[src/rtl/avmt_pkg.sv]
package avmt_pkg;

    localparam int NUM_LANES  = 4;
    localparam int COMP_W     = 32;
    localparam int COEF_W     = 16;
    localparam int ROW_W      = NUM_LANES * COEF_W;
    localparam int PROD_W     = COMP_W + COEF_W;
    localparam int SUM_W      = PROD_W + 2;
    localparam int FRAC_SHIFT = 12;
    localparam int Q_W        = SUM_W - FRAC_SHIFT;
    localparam int CFG_IDX_W  = 3;

    localparam logic [CFG_IDX_W-1:0] REG_ROW0 = 3'd0;
    localparam logic [CFG_IDX_W-1:0] REG_ROW1 = 3'd1;
    localparam logic [CFG_IDX_W-1:0] REG_ROW2 = 3'd2;
    localparam logic [CFG_IDX_W-1:0] REG_ROW3 = 3'd3;

    localparam logic [ROW_W-1:0] ROW0_RESET = 64'h0000_0000_0000_1000;
    localparam logic [ROW_W-1:0] ROW1_RESET = 64'h0000_0000_1000_0000;
    localparam logic [ROW_W-1:0] ROW2_RESET = 64'h0000_1000_0000_0000;
    localparam logic [ROW_W-1:0] ROW3_RESET = 64'h1000_0000_0000_0000;

    // w value used for a position transform: 1.0 in Q16.16
    localparam logic [COMP_W-1:0] W_ONE = 32'h0001_0000;

    typedef enum logic [1:0] {
        FUNC_POSITION  = 2'd0,
        FUNC_DIRECTION = 2'd1,
        FUNC_FULL      = 2'd2
    } func_t;

    typedef struct packed {
        logic valid;
        logic full;
    } ctl_t;

endpackage

[src/rtl/avmt_merge.sv]
module avmt_merge (
    input  logic                                   clk,
    input  logic                                   rst_n,
    input  avmt_pkg::ctl_t                         ctl,
    input  logic signed [avmt_pkg::SUM_W-1:0]      sum [avmt_pkg::NUM_LANES],
    output logic [avmt_pkg::NUM_LANES-1:0][avmt_pkg::COMP_W-1:0] res,
    output logic                                   saturated,
    output logic                                   done
);
    import avmt_pkg::*;

    logic [NUM_LANES-1:0][COMP_W-1:0] res_reg;
    logic [NUM_LANES-1:0][COMP_W-1:0] res_next;
    logic                             sat_reg;
    logic                             sat_next;
    logic                             done_reg;
    logic [Q_W-1:0]                   q;
    logic [Q_W-COMP_W:0]              hi;
    logic                             col_en;

    // floor shift, then clip to 32 bits; the w column is zero unless func is full
    always_comb
    begin
        res_next = '0;
        sat_next = 1'b0;
        q        = '0;
        hi       = '0;
        col_en   = 1'b0;
        for (int c = 0; c < NUM_LANES; c++)
        begin
            col_en = (c < NUM_LANES - 1) || ctl.full;
            q      = sum[c][SUM_W-1:FRAC_SHIFT];
            hi     = q[Q_W-1:COMP_W-1];
            if (col_en)
            begin
                if ((hi == '0) || (hi == '1))
                begin
                    res_next[c] = q[COMP_W-1:0];
                end
                else
                begin
                    sat_next = 1'b1;
                    res_next[c] = q[Q_W-1] ? {1'b1, {(COMP_W-1){1'b0}}}
                                           : {1'b0, {(COMP_W-1){1'b1}}};
                end
            end
        end
    end

    always_ff @(posedge clk)
    begin
        if (ctl.valid)
        begin
            res_reg <= res_next;
            sat_reg <= sat_next;
        end
    end

    always_ff @(posedge clk or negedge rst_n)
    begin
        if (!rst_n)
        begin
            done_reg <= 1'b0;
        end
        else
        begin
            done_reg <= ctl.valid;
        end
    end

    assign res       = res_reg;
    assign saturated = sat_reg;
    assign done      = done_reg;

endmodule
[config.mk]
export PLATFORM = sky130hd
export DESIGN_NAME = avmt_merge
export DESIGN_NICKNAME = d
export VERILOG_FILES = /design/src/rtl/avmt_pkg.sv /design/src/rtl/avmt_merge.sv
export SDC_FILE = /design/constraint.sdc
export NUM_CORES = 1
export LEC_CHECK = 0
export BUFFER_PORTS_ARGS = -buffer_cell sky130_fd_sc_hd__clkbuf_2
export CORE_AREA = 2 2 128 130
export DETAILED_ROUTE_END_ITERATION = 8
export DIE_AREA = 0 0 130 132
export GPL_TIMING_DRIVEN = 0
export HOLD_SLACK_MARGIN = 0.03
export PLACE_DENSITY = 0.66
export SYNTH_ARGS = -nofsm -noshare
export SYNTH_HDL_FRONTEND = slang
export SYNTH_SLANG_ARGS = --single-unit
[constraint.sdc]
create_clock -name clk -period 0.8 [get_ports clk]
set_input_delay 0.08 -clock clk [delete_from_list [all_inputs] [get_ports clk]]
set_output_delay 0.08 -clock clk [all_outputs]
set_load 0.05 [all_outputs]
# Yosys cells after proc, flatten, opt, wreduce, memory -nomap -nowiden
# Index checks and enable logic that the tools add are counted.
# W data, S select, Z words.
# totals
ff_bits	130
latchBits	0
ram_bits	0
romBits	0
input_bits	204
output_inout_bits	130
wordCells	31
mem_count	0
# op_classes
add_sub_neg	0
n_mul	0
n_div	0
magnitude_cmp	0
eq_ne	4
shifts	0
muxes	13
n_bitwise	0
reduce_logical	8
# ops
op	count
$mux W32	8
$eq A7 B7 Y1 const B	4
$logic_not A7 Y1	4
$mux W1	5
$logic_or A1 B1 Y1	4

# Longest topological paths before layout
# Gate-level depths: netlist of run 1.
# logic_depth
ltp_word	7
mapped_depth	6

# Least setup slack after synthesis of run 1
# No wires, ideal clock.
# synth_timing
path_kind	in2reg
start	input sum[45] (netlist name)
end	register res_reg, in the netlist res[100], data pin
setup_time_ns	0.277
arrival_time_ns	1.260
t_required_ns	0.523
setup_slack_ns	-0.737
path_stages	6
n_path_buf	2
cell_sequence	or4_4 nor4_4 or2_1 buf_4 buf_8 a21oi_1
# synth_via
elab_chain_cells	3
elab_cells_between_ends	4
cone_classes	eq/ne: 1; mux: 1; reduce/logical: 2
# synth_lines
item	line_no	source
from (decl)	avmt_merge.sv:5	input logic signed [avmt_pkg::SUM_W-1:0] sum [avmt_pkg::NUM_LANES],
$eq A7 B7 Y1 or $logic_not A7 Y1 (tied branches)	avmt_merge.sv:36	if ((hi == '0) || (hi == '1))
$logic_or A1 B1 Y1 *	avmt_merge.sv:36	
$mux W32 *	avmt_merge.sv:36	
to (signal assigned)	avmt_merge.sv:54	res_reg <= res_next;
to (decl)	avmt_merge.sv:12	logic [NUM_LANES-1:0][COMP_W-1:0] res_reg;
# Every way passes the cells marked *; elsewhere a longest branch is shown, timed or not.
# A chain may end at the register's enable or synchronous reset.

# Worst setup path in the final report of run 1
# layout_timing
start	input sum[45] (netlist name)
end	register res_reg, in the netlist res[110], data pin
# Same word-level chain as after synthesis.

==> results of run 1 <==
## power groups by stage
stage	sequential, uW	clock [uW]	combinational, uW
after global routing	8470	7120	5410
after global placement	8430	0	3570
after floorplan	10300	0	477
after detailed placement	8410	0	3620
after CTS	8360	6800	4960
final	8430	6710	5230
## cells in the final DEF, fill, tap and decap left out, types with 2 or more instances in the layout
| master | count |
|---|---|
| clkbuf_2 | 146 |
| edfxtp_1 | 129 |
| dlygate4sd3_1 | 111 |
| clkbuf_8 | 93 |
| a21o_1 | 93 |
| buf_8 | 64 |
| o21ai_0 | 21 |
| a21oi_1 | 19 |
| clkbuf_16 | 19 |
| a21oi_2 | 12 |
| clkbuf_1 | 11 |
| o21ai_1 | 10 |
| buf_6 | 9 |
| buf_4 | 9 |
| clkinv_2 | 5 |
| nand3_1 | 4 |
| nand4_1 | 4 |
| nor4_4 | 4 |
| clkbuf_4 | 4 |
| o21ai_2 | 3 |
| nor2b_4 | 3 |
| clkinv_1 | 3 |
| nand2_2 | 2 |
| clkinvlp_4 | 2 |
| clkinv_4 | 2 |
## cell families (layout without fill, tap and decap cells)
group / after synthesis / count (layout) / share of synthesized area, %
buffers and inverters: 35 / 481 / 3.24
and+or+nand+nor: 26 / 26 / 3.10
AOI/OAI and AO/OA: 159 / 159 / 19.9
DFF: 130 / 130 / 73.8
## through the flow
| stage | total power [uW] | TNS (ns) | setup slack (ns) | cell area [um^2] | utilization (%) |
|---|---|---|---|---|---|
| 3_3_place_gp | 12000 | -345.25 | -2.01 | 7170 | 45.6 |
| 3_5_place_dp | 12000 | -128.81 | -1.04 | 7210 | 45.9 |
| 5_1_grt | 21000 | -64.77 | -0.543 | 10400 | 66.3 |
| 4_1_cts | 20100 | -58.22 | -0.546 | 10200 | 64.8 |
| 6_report | 20400 | -56.41 | -0.511 | 10400 | 66.3 |
| 2_1_floorplan | 10800 | -48.04 | -0.732 | 5470 | - |
## how the worst max path moves through the flow
stage / startpoint / endpoint / slack [ns] / cells after the start
finish: sum[45] / res[110] / -0.51 / 7
CTS: sum[45] / res[99] / -0.55 / 7
global route: sum[45] / res[110] / -0.54 / 7
floorplan: sum[45] / res[100] / -0.73 / 6
global placement: ctl[1] / res[37] / -2.01 / 1
detailed placement: sum[45] / res[99] / -1.04 / 7
## cell type report
| cell class | instances | share of cell area (%) |
|---|---|---|
| Timing Repair Buffer | 414 | 38.8 |
| Sequential cell | 130 | 37.4 |
| Multi-Input combinational cell | 185 | 13.0 |
| Clock buffer | 20 | 4.19 |
| Buffer | 34 | 3.34 |
| Tap cell | 216 | 2.59 |
| Clock inverter | 12 | 0.660 |
| Inverter | 1 | 0.0360 |
## per-layer routing
| metal | track usage, % | part of all wire (%) | up-vias |
|---|---|---|---|
| li1 | - | - | 2218 |
| met4 | 11.2 | 3.9 | 0 |
| met5 | 0 | 0 | - |
| met1 | 22.6 | 35 | 2388 |
| met2 | 40.7 | 53 | 288 |
| met3 | 6.74 | 7.6 | 57 |
## repair_timing
item	CTS	global route
gates resized for setup	287	102
buffers inserted	3	5
setup endpoints to repair	323	254
endpoints found under the hold margin	109	0
cloned	8	1
hold buffers	111	0
pin swaps	7	12
==> impl_metrics.env, run 1 <==
export IMPL_critPathRequiredTime_ns=0.93
export IMPL_timing_final_crit_share_pct=164
export IMPL_avgSynthCellArea_um2=15.1
export IMPL_fin_hold_ws_ns=0.0569
export IMPL_seq_power_share_pct=41.4
export IMPL_synth_top_area_share_pct=73.3
export IMPL_cts_tree="done"
export IMPL_final_nets=987
export IMPL_core_um2=15700
export IMPL_antenna_found_initial=0
export IMPL_yosysMostFrequentCell="edfxtp_1"
export IMPL_cp_common_cell="buf_6"
export IMPL_rows=46
export IMPL_cts_htree_levels=4
export IMPL_slew_violations=0
export IMPL_ioPinCount=334
export IMPL_synth_area_um2=5290
export IMPL_fill_cells=1057
export IMPL_die_h_um=132
export IMPL_cts_buffers=17
export IMPL_stdcell_count=1012
export IMPL_worstHoldPathType="in2reg"
export IMPL_wl_mm=19.8
export IMPL_drc=0
export IMPL_grt_max_degree=73
export IMPL_track_usage_pct=22.3
export IMPL_overflow=0
export IMPL_arrival_ns=1.44
export IMPL_yosysTopAreaCell="edfxtp_1"
export IMPL_largest_register_ffs=128
export IMPL_violations="negative setup slack"
export IMPL_crit_family="simple AND/OR/NAND/NOR gates"
export IMPL_switching_power_uw=6040
export IMPL_worstPathMaxFanout=10
export IMPL_dpl_cell_count=852
export IMPL_rsz0062_at_grt="true"
export IMPL_dr_total_vias=4951
export IMPL_clockBufferDepth=2
export IMPL_holdPathStages=3
export IMPL_ys_seq_area_share_pct=73.8
export IMPL_cap_violations=0
export IMPL_async_flop_share_pct=0.769
export IMPL_initial_core_util_pct=33.6
export IMPL_ant_nets=0
export IMPL_hold_viol=0
export IMPL_worstPathBufferInverterCount=3
export IMPL_swShare_pct=29.7
export IMPL_start_kind="input port"
export IMPL_syn_inst=350
export IMPL_clkSlewWorstSetupHoldPaths_ns=0.06
export IMPL_ys_flop_type="edfxtp_1"
export IMPL_multi_input_area_um2=1350
export IMPL_hold_end="res[124]"
export IMPL_worstMarginPinSlew_ns=0.563
export IMPL_synth_edf_count=129
export IMPL_die_w_um=130
export IMPL_critPathSlowestCell="or4_4"
export IMPL_layout_drive_gt1_share_pct=48.2
export IMPL_hpwl_mm=11.1
export IMPL_criticalPathCategory="in2reg"
export IMPL_cp_cell_sequence="buf_6 > or4_4 > nor4_4 > or2_1 > buf_6 > buf_6 > a21oi_1"
export IMPL_grt_pass1_vias=5456
export IMPL_root_buffer="clkbuf_16"
export IMPL_gp_congestion=0.814
export IMPL_slowest_delay_ns=0.54
export IMPL_synthToLayoutAreaGrowth_pct=97.2
export IMPL_syn_nets=554
export IMPL_grt_first_pass_wirelength_mm=28.9
export IMPL_ys_warnings_count=0
export IMPL_diodes=0
export IMPL_intPower_uw=14300
export IMPL_synth_commonest_cells="edfxtp_1 (129), a21o_1 (93), a21oi_1 (26), clkbuf_1 (26), o21ai_0 (24)"
export IMPL_clock_sinks=130
export IMPL_io_buffer_count=285
export IMPL_fin_crit_ns=1.31
export IMPL_p_per_area_nw_per_um2=1950
export IMPL_combPwrFrac_pct=25.7
export IMPL_end_kind="flop"
export IMPL_status="complete, but fails checks"
export IMPL_setup_slack_ns=-0.511
export IMPL_first_pass_iters=4
export IMPL_setup_viol=253
export IMPL_wire_per_inst_um=19.5
export IMPL_relSlewSlack_pct=62.5
export IMPL_p_leak_uw=0.00472
export IMPL_die_area_um2=17200
export IMPL_viasPerCell=4.89
export IMPL_seq_area_um2=3900
export IMPL_synth_cell_types=26
export IMPL_ys_ff_latch=130
export IMPL_drtIter0Drc=221
export IMPL_p_clk_share_pct=32.9
export IMPL_synthTopCellsByArea="edfxtp_1 (73%), a21o_1 (13%), a21oi_1 (2.5%), o21ai_0 (2.3%), clkbuf_1 (1.8%)"
export IMPL_max_freq_mhz=763
export IMPL_hold_path_startpoint="sum[40]"
export IMPL_ir_drop_uv=1240
Note: power is estimated with default switching activity, not from simulation.
==> run 2, diff against run 1 <==
--- a/config.mk
+++ b/config.mk
@@ -5,13 +5,14 @@
 export SDC_FILE = /design/constraint.sdc
 export NUM_CORES = 1
 export LEC_CHECK = 0
+export ABC_AREA = 1
 export BUFFER_PORTS_ARGS = -buffer_cell sky130_fd_sc_hd__clkbuf_2
-export CORE_AREA = 2 2 128 130
+export CORE_AREA = 2 2 130 132
 export DETAILED_ROUTE_END_ITERATION = 8
-export DIE_AREA = 0 0 130 132
+export DIE_AREA = 0 0 132 134
 export GPL_TIMING_DRIVEN = 0
 export HOLD_SLACK_MARGIN = 0.03
-export PLACE_DENSITY = 0.66
+export PLACE_DENSITY = 0.65
 export SYNTH_ARGS = -nofsm -noshare
 export SYNTH_HDL_FRONTEND = slang
 export SYNTH_SLANG_ARGS = --single-unit
==> run 2 against run 1 <==
  * The flow still finishes with violations (negative setup slack)
  * Synthesized area grew 2.6%
  * Setup slack gained 0.18 ns
  * Worst hold slack lost 0.013 ns
  * Critical path type is now reg2out
  * Global-route usage shrank 2.5 points
  * Largest cell class unchanged
  * Synthesized cell count grew 38%
  * Sequential power is essentially flat
  * Combinational power grew 5.5%
==> impl_metrics.env, run 2 <==
export IMPL_avgSynthCellArea_um2=11.2
export IMPL_dr_total_vias=5365
export IMPL_ys_warnings_count=0
export IMPL_hold_end="res[124]"
export IMPL_worstMarginPinSlew_ns=0.586
export IMPL_first_pass_iters=4
export IMPL_ys_ff_latch=130
export IMPL_arrival_ns=1.05
export IMPL_ir_drop_uv=1280
export IMPL_setup_slack_ns=-0.333
export IMPL_final_nets=1147
export IMPL_holdPathStages=3
export IMPL_synth_area_um2=5420
export IMPL_viasPerCell=4.56
export IMPL_swShare_pct=29.6
export IMPL_core_um2=16300
export IMPL_root_buffer="clkbuf_16"
export IMPL_worstPathBufferInverterCount=1
export IMPL_clock_sinks=130
export IMPL_place_area_um2=7260
export IMPL_switching_power_uw=6500
export IMPL_seq_power_share_pct=38.3
export IMPL_drtIter0Drc=258
export IMPL_yosysTopAreaCell="edfxtp_1"
export IMPL_cap_violations=0
export IMPL_grt_pass1_vias=5531
export IMPL_critPathRequiredTime_ns=0.72
export IMPL_synthTopCellsByArea="edfxtp_1 (71%), nand2_1 (16%), a21oi_1 (2.9%), buf_6 (1.9%), nor2_1 (1.5%)"
export IMPL_antenna_found_initial=0
export IMPL_worstPathMaxFanout=1
export IMPL_max_freq_mhz=882
export IMPL_final_area_um2=11400
export IMPL_combPwrFrac_pct=25.1
export IMPL_fin_crit_ns=1.13
export IMPL_ys_seq_area_share_pct=71.9
export IMPL_rsz0062_at_grt="true"
export IMPL_wire_per_inst_um=17.2
export IMPL_mostFrequentLayoutCell="clkbuf_2"
export IMPL_clkSlewWorstSetupHoldPaths_ns=0.06
export IMPL_rows=47
export IMPL_io_buffer_count=285
export IMPL_start_kind="flop"
export IMPL_slowest_delay_ns=0.45
export IMPL_worstHoldPathType="in2reg"
export IMPL_clockBufferDepth=2
export IMPL_die_area_um2=17700
export IMPL_wl_mm=20.3
export IMPL_slew_violations=0
export IMPL_diodes=0
export IMPL_initial_core_util_pct=33.3
export IMPL_violations="negative setup slack"
export IMPL_overflow=0
export IMPL_grt_max_degree=71
export IMPL_p_per_area_nw_per_um2=1920
export IMPL_setup_viol=231
export IMPL_ant_nets=0
export IMPL_die_w_um=132
export IMPL_fill_cells=1034
export IMPL_async_flop_share_pct=0.769
export IMPL_cts_htree_levels=4
export IMPL_p_total_uw=22000
export IMPL_syn_inst=484
export IMPL_synth_edf_count=129
export IMPL_ioPinCount=334
export IMPL_track_usage_pct=19.9
export IMPL_layout_drive_gt1_share_pct=54.7
export IMPL_relSlewSlack_pct=61.0
export IMPL_ys_flop_type="edfxtp_1"
export IMPL_cp_cell_sequence="buf_8"
export IMPL_p_leak_uw=0.00485
export IMPL_drc=0
export IMPL_crit_family="flip-flops"
export IMPL_largest_register_ffs=128
export IMPL_p_clk_share_pct=36.5
export IMPL_crit_cells=1
export IMPL_gp_congestion=0.817
export IMPL_timing_final_crit_share_pct=142
export IMPL_cts_tree="done"
export IMPL_synth_commonest_cells="nand2_1 (236), edfxtp_1 (129), a21oi_1 (31)"
export IMPL_status="complete, but fails checks"
export IMPL_critPathSlowestCell="edfxtp_1"
export IMPL_synthToLayoutAreaGrowth_pct=111
export IMPL_yosysMostFrequentCell="nand2_1"
export IMPL_syn_nets=688
export IMPL_criticalPathCategory="reg2out"
export IMPL_cts_buffers=17
export IMPL_synth_cell_types=15
export IMPL_grt_first_pass_wirelength_mm=27.3
export IMPL_hold_path_startpoint="sum[40]"
export IMPL_die_h_um=134
export IMPL_hpwl_mm=10.4
export IMPL_hold_viol=0
export IMPL_synth_top_area_share_pct=71.4
export IMPL_end_kind="primary output"
export IMPL_layout_common_cells="clkbuf_2 (133), dlygate4sd3_1 (129), edfxtp_1 (129)"
export IMPL_intPower_uw=15500
[run 2: cell count changes in the layout (fill, tap and decap cells not counted), sizes merged, moves of 3 or more]
cell / delta
nand2: +243
clkinv: -7
nor2b: -3
bufinv: +3
nand4: -3
a21o: -93
dlygate4sd3: +18
nor3: -3
buf: +19
clkbuf: -15
o21ai: -30
inv: +16
nor2: +21
nor4: -4
[run 2: power groups by stage]
stage / logic [uW] / registers [uW] / clock network (uW)
after detailed placement: 3590 / 8400 / 0
after CTS: 4990 / 8350 / 8150
after floorplan: 433 / 10400 / 0
after global routing: 5700 / 8470 / 8420
final: 5520 / 8420 / 8030
after global placement: 3570 / 8420 / 0
[run 2: layout make-up]
type	instances	area [um^2]	share of cell area, %
Buffer	32	353	3.09
Clock inverter	15	181	1.59
Timing Repair Buffer	441	4430	38.8
Tap cell	220	275	2.41
Clock buffer	17	425	3.72
Inverter	12	45.0	0.394
Sequential cell	130	3900	34.1
Multi-Input combinational cell	309	1820	15.9
[run 2: how the worst max path moves through the flow]
stage             start        to
2_1_floorplan  sum[193]   res[11]
3_3_place_gp     ctl[1]  res[112]
3_5_place_dp    sum[93]   res[79]
4_1_cts         res[66]   res[66]
5_1_grt         res[76]   res[76]
6_report       res[109]  res[109]
[run 2: what timing repair did]
action | 4_1_cts | 5_1_grt
setup buffers | 8 | 5
pin swaps | 7 | 41
gates resized for setup | 288 | 265
hold buffers | 129 | 0
setup endpoints to repair | 290 | 252
endpoints found under the hold margin | 127 | 0
cloned | 3 | 11
[run 2: logic make-up after synthesis]
family          count (synthesis)  synth area share (%)
flops                         130                  71.9
buf+inv                        45                  4.96
compound gates                 35                  3.51
simple gates                  274                  19.7
[run 2: metrics by stage]
stage	utilization [%]	setup TNS [ns]	setup slack, ns	hold WS (ns)	cells
floorplan	-	-26.01	-0.276	-0.216	484
global placement	44.4	-332.49	-2.13	-0.143	989
detailed placement	44.6	-98.94	-0.585	-0.142	990
CTS	64.4	-37.00	-0.311	0.0309	1162
global route	70.2	-50.50	-0.348	0.0331	1176
finish	70.2	-41.29	-0.333	0.0437	1176
[run 2: metal layers]
layer | vias up | part of all wire, % | track usage (%)
li1 | 2521 | - | -
met1 | 2592 | 35 | 20.0
met2 | 215 | 56 | 37.3
met3 | 37 | 6.8 | 6.27
met4 | 0 | 2.7 | 9.00
met5 | - | 0 | 0
==> run 3, diff against run 2 <==
--- a/config.mk
+++ b/config.mk
@@ -12,7 +12,6 @@
 export DIE_AREA = 0 0 132 134
 export GPL_TIMING_DRIVEN = 0
 export HOLD_SLACK_MARGIN = 0.03
-export PLACE_DENSITY = 0.65
 export SYNTH_ARGS = -nofsm -noshare
 export SYNTH_HDL_FRONTEND = slang
 export SYNTH_SLANG_ARGS = --single-unit
==> run 3 against run 2 <==
  * The flow still finishes with violations (negative setup slack)
  * Sequential share of layout area increased by 0.29 points
  * Global-route usage increased by 0.83 points
  * Fmax increased by 2.9%
  * Sequential power about the same
  * Sequential cell count unchanged
  * Setup slack improved by 0.032 ns
  * Wire length decreased by 4.7%
  * Critical path depth unchanged
  * Combinational power about the same
  * Largest power group unchanged
==> impl_metrics.env, run 3 (same netlist as run 2, synthesis figures left out) <==
export IMPL_wl_mm=19.3
export IMPL_max_freq_mhz=908
export IMPL_critPathSlowestCell="edfxtp_1"
export IMPL_place_area_um2=7260
export IMPL_cts_buffers=17
export IMPL_ant_nets=0
export IMPL_cts_htree_levels=4
export IMPL_dp_slack_ns=-0.557
export IMPL_rows=47
export IMPL_end_kind="primary output"
export IMPL_timing_final_crit_share_pct=138
export IMPL_wire_per_inst_um=16.4
export IMPL_fin_crit_ns=1.10
export IMPL_status="complete, but fails checks"
export IMPL_drtIter0Drc=220
export IMPL_p_per_area_nw_per_um2=1940
export IMPL_worstPathBufferInverterCount=1
export IMPL_wl_met2_mm=10.4
export IMPL_viasPerCell=4.54
export IMPL_critPathRequiredTime_ns=0.72
export IMPL_drc=0
export IMPL_antenna_found_initial=0
export IMPL_setup_slack_ns=-0.301
export IMPL_final_nets=1145
export IMPL_io_buffer_count=285
export IMPL_final_area_um2=11300
export IMPL_highest_layer="met4"
export IMPL_synthToLayoutAreaGrowth_pct=109
export IMPL_criticalPathCategory="reg2out"
export IMPL_relSlewSlack_pct=59.9
export IMPL_crit_family="flip-flops"
export IMPL_worstHoldPathType="in2reg"
export IMPL_track_usage_pct=20.7
export IMPL_slowest_delay_ns=0.43
export IMPL_mostFrequentLayoutCell="nand2_1"
export IMPL_grt_pass1_vias=5583
export IMPL_arrival_ns=1.02
export IMPL_die_h_um=134
export IMPL_ioPinCount=334
export IMPL_largest_register_ffs=128
export IMPL_cp_cell_sequence="buf_8"
export IMPL_slew_violations=0
export IMPL_hold_viol=0
export IMPL_cts_tree="done"
export IMPL_cap_violations=0
export IMPL_dr_total_vias=5329
export IMPL_violations="negative setup slack"
export IMPL_start_kind="flop"
export IMPL_setup_viol=223
export IMPL_die_area_um2=17700
export IMPL_p_leak_uw=0.00481
export IMPL_layout_common_cells="nand2_1 (138), clkbuf_2 (133), dlygate4sd3_1 (131)"
export IMPL_grt_first_pass_wirelength_mm=28.4
export IMPL_diodes=0
export IMPL_overflow=0
export IMPL_root_buffer="clkbuf_16"
export IMPL_wl_met1_mm=7.11
export IMPL_clockBufferDepth=2
export IMPL_hpwl_mm=10.4
export IMPL_worstMarginPinSlew_ns=0.602
export IMPL_core_um2=16300
export IMPL_dr_wl_met3_mm=1.23
export IMPL_clkSlewWorstSetupHoldPaths_ns=0.06
export IMPL_ir_drop_uv=1310
export IMPL_gp_congestion=0.800
export IMPL_first_pass_iters=6
export IMPL_grt_max_degree=51
export IMPL_initial_core_util_pct=33.3
export IMPL_clock_sinks=130
export IMPL_layout_drive_gt1_share_pct=52.4
export IMPL_fill_cells=1064
export IMPL_die_w_um=132
export IMPL_worstPathMaxFanout=1
export IMPL_rsz0062_at_grt="true"
==> run 3: cell types whose count changed in the layout (fill, tap and decap cells not counted), moves of 3 or more <==
cell,change
nand2_1,+10
clkbuf_8,-3
a21oi_2,-4
clkinv_1,+3
inv_6,-5
clkinvlp_4,-3
buf_8,+5
clkbuf_16,-3
buf_6,-5
nand2_4,-8
a21oi_1,+4
==> run 3: layout make-up <==
class	instances	area, um^2	share of cell area, %
Tap cell	220	275	2.43
Multi-Input combinational cell	309	1720	15.2
Buffer	27	274	2.42
Timing Repair Buffer	444	4520	39.8
Clock inverter	13	166	1.47
Sequential cell	130	3900	34.4
Inverter	12	45.0	0.397
Clock buffer	19	433	3.82
==> run 3: power breakdown <==
group | switching [uW] | internal [uW] | total, uW | leakage (uW)
combinational | 3080 | 2430 | 5510 | 0.00325
clock | 2900 | 5150 | 8050 | 0.000291
sequential | 276 | 8140 | 8420 | 0.00127
==> run 3: final timing paths <==
kind,from,endpoint,depth (start not counted)
worst max-delay path,res[22],res[22],1
worst min-delay path,ctl[1],res[66],1
max in group asynchronous,rst_n,done,3
min in group asynchronous,rst_n,done,3
==> run 3: what timing repair did <==
item / in CTS / in global routing
hold buffers: 131 / 0
setup buffers: 12 / 5
resized for setup: 285 / 239
setup endpoints to repair: 302 / 234
hold endpoints to repair: 129 / 0
cloned: 6 / 8
pin swaps: 13 / 39
==> run 3: through the flow <==
stage / hold slack (ns) / power (uW) / utilization [%] / setup TNS [ns] / instances
finish: 0.0815 / 22000 / 69.6 / -39.47 / 1174
global route: 0.0900 / 22600 / 69.6 / -48.03 / 1174
CTS: 0.0913 / 21700 / 65.5 / -37.56 / 1168
detailed placement: -0.144 / 12000 / 44.6 / -98.59 / 990
global placement: -0.145 / 12000 / 44.4 / -337.50 / 989
floorplan: -0.216 / 10800 / - / -26.01 / 484
==> run 3: metal layers <==
layer | GRT usage, % | vias up
met3 | 6.50 | 44
met5 | 0 | -
met1 | 22.6 | 2548
met2 | 37.4 | 223
met4 | 8.45 | 0
li1 | - | 2514
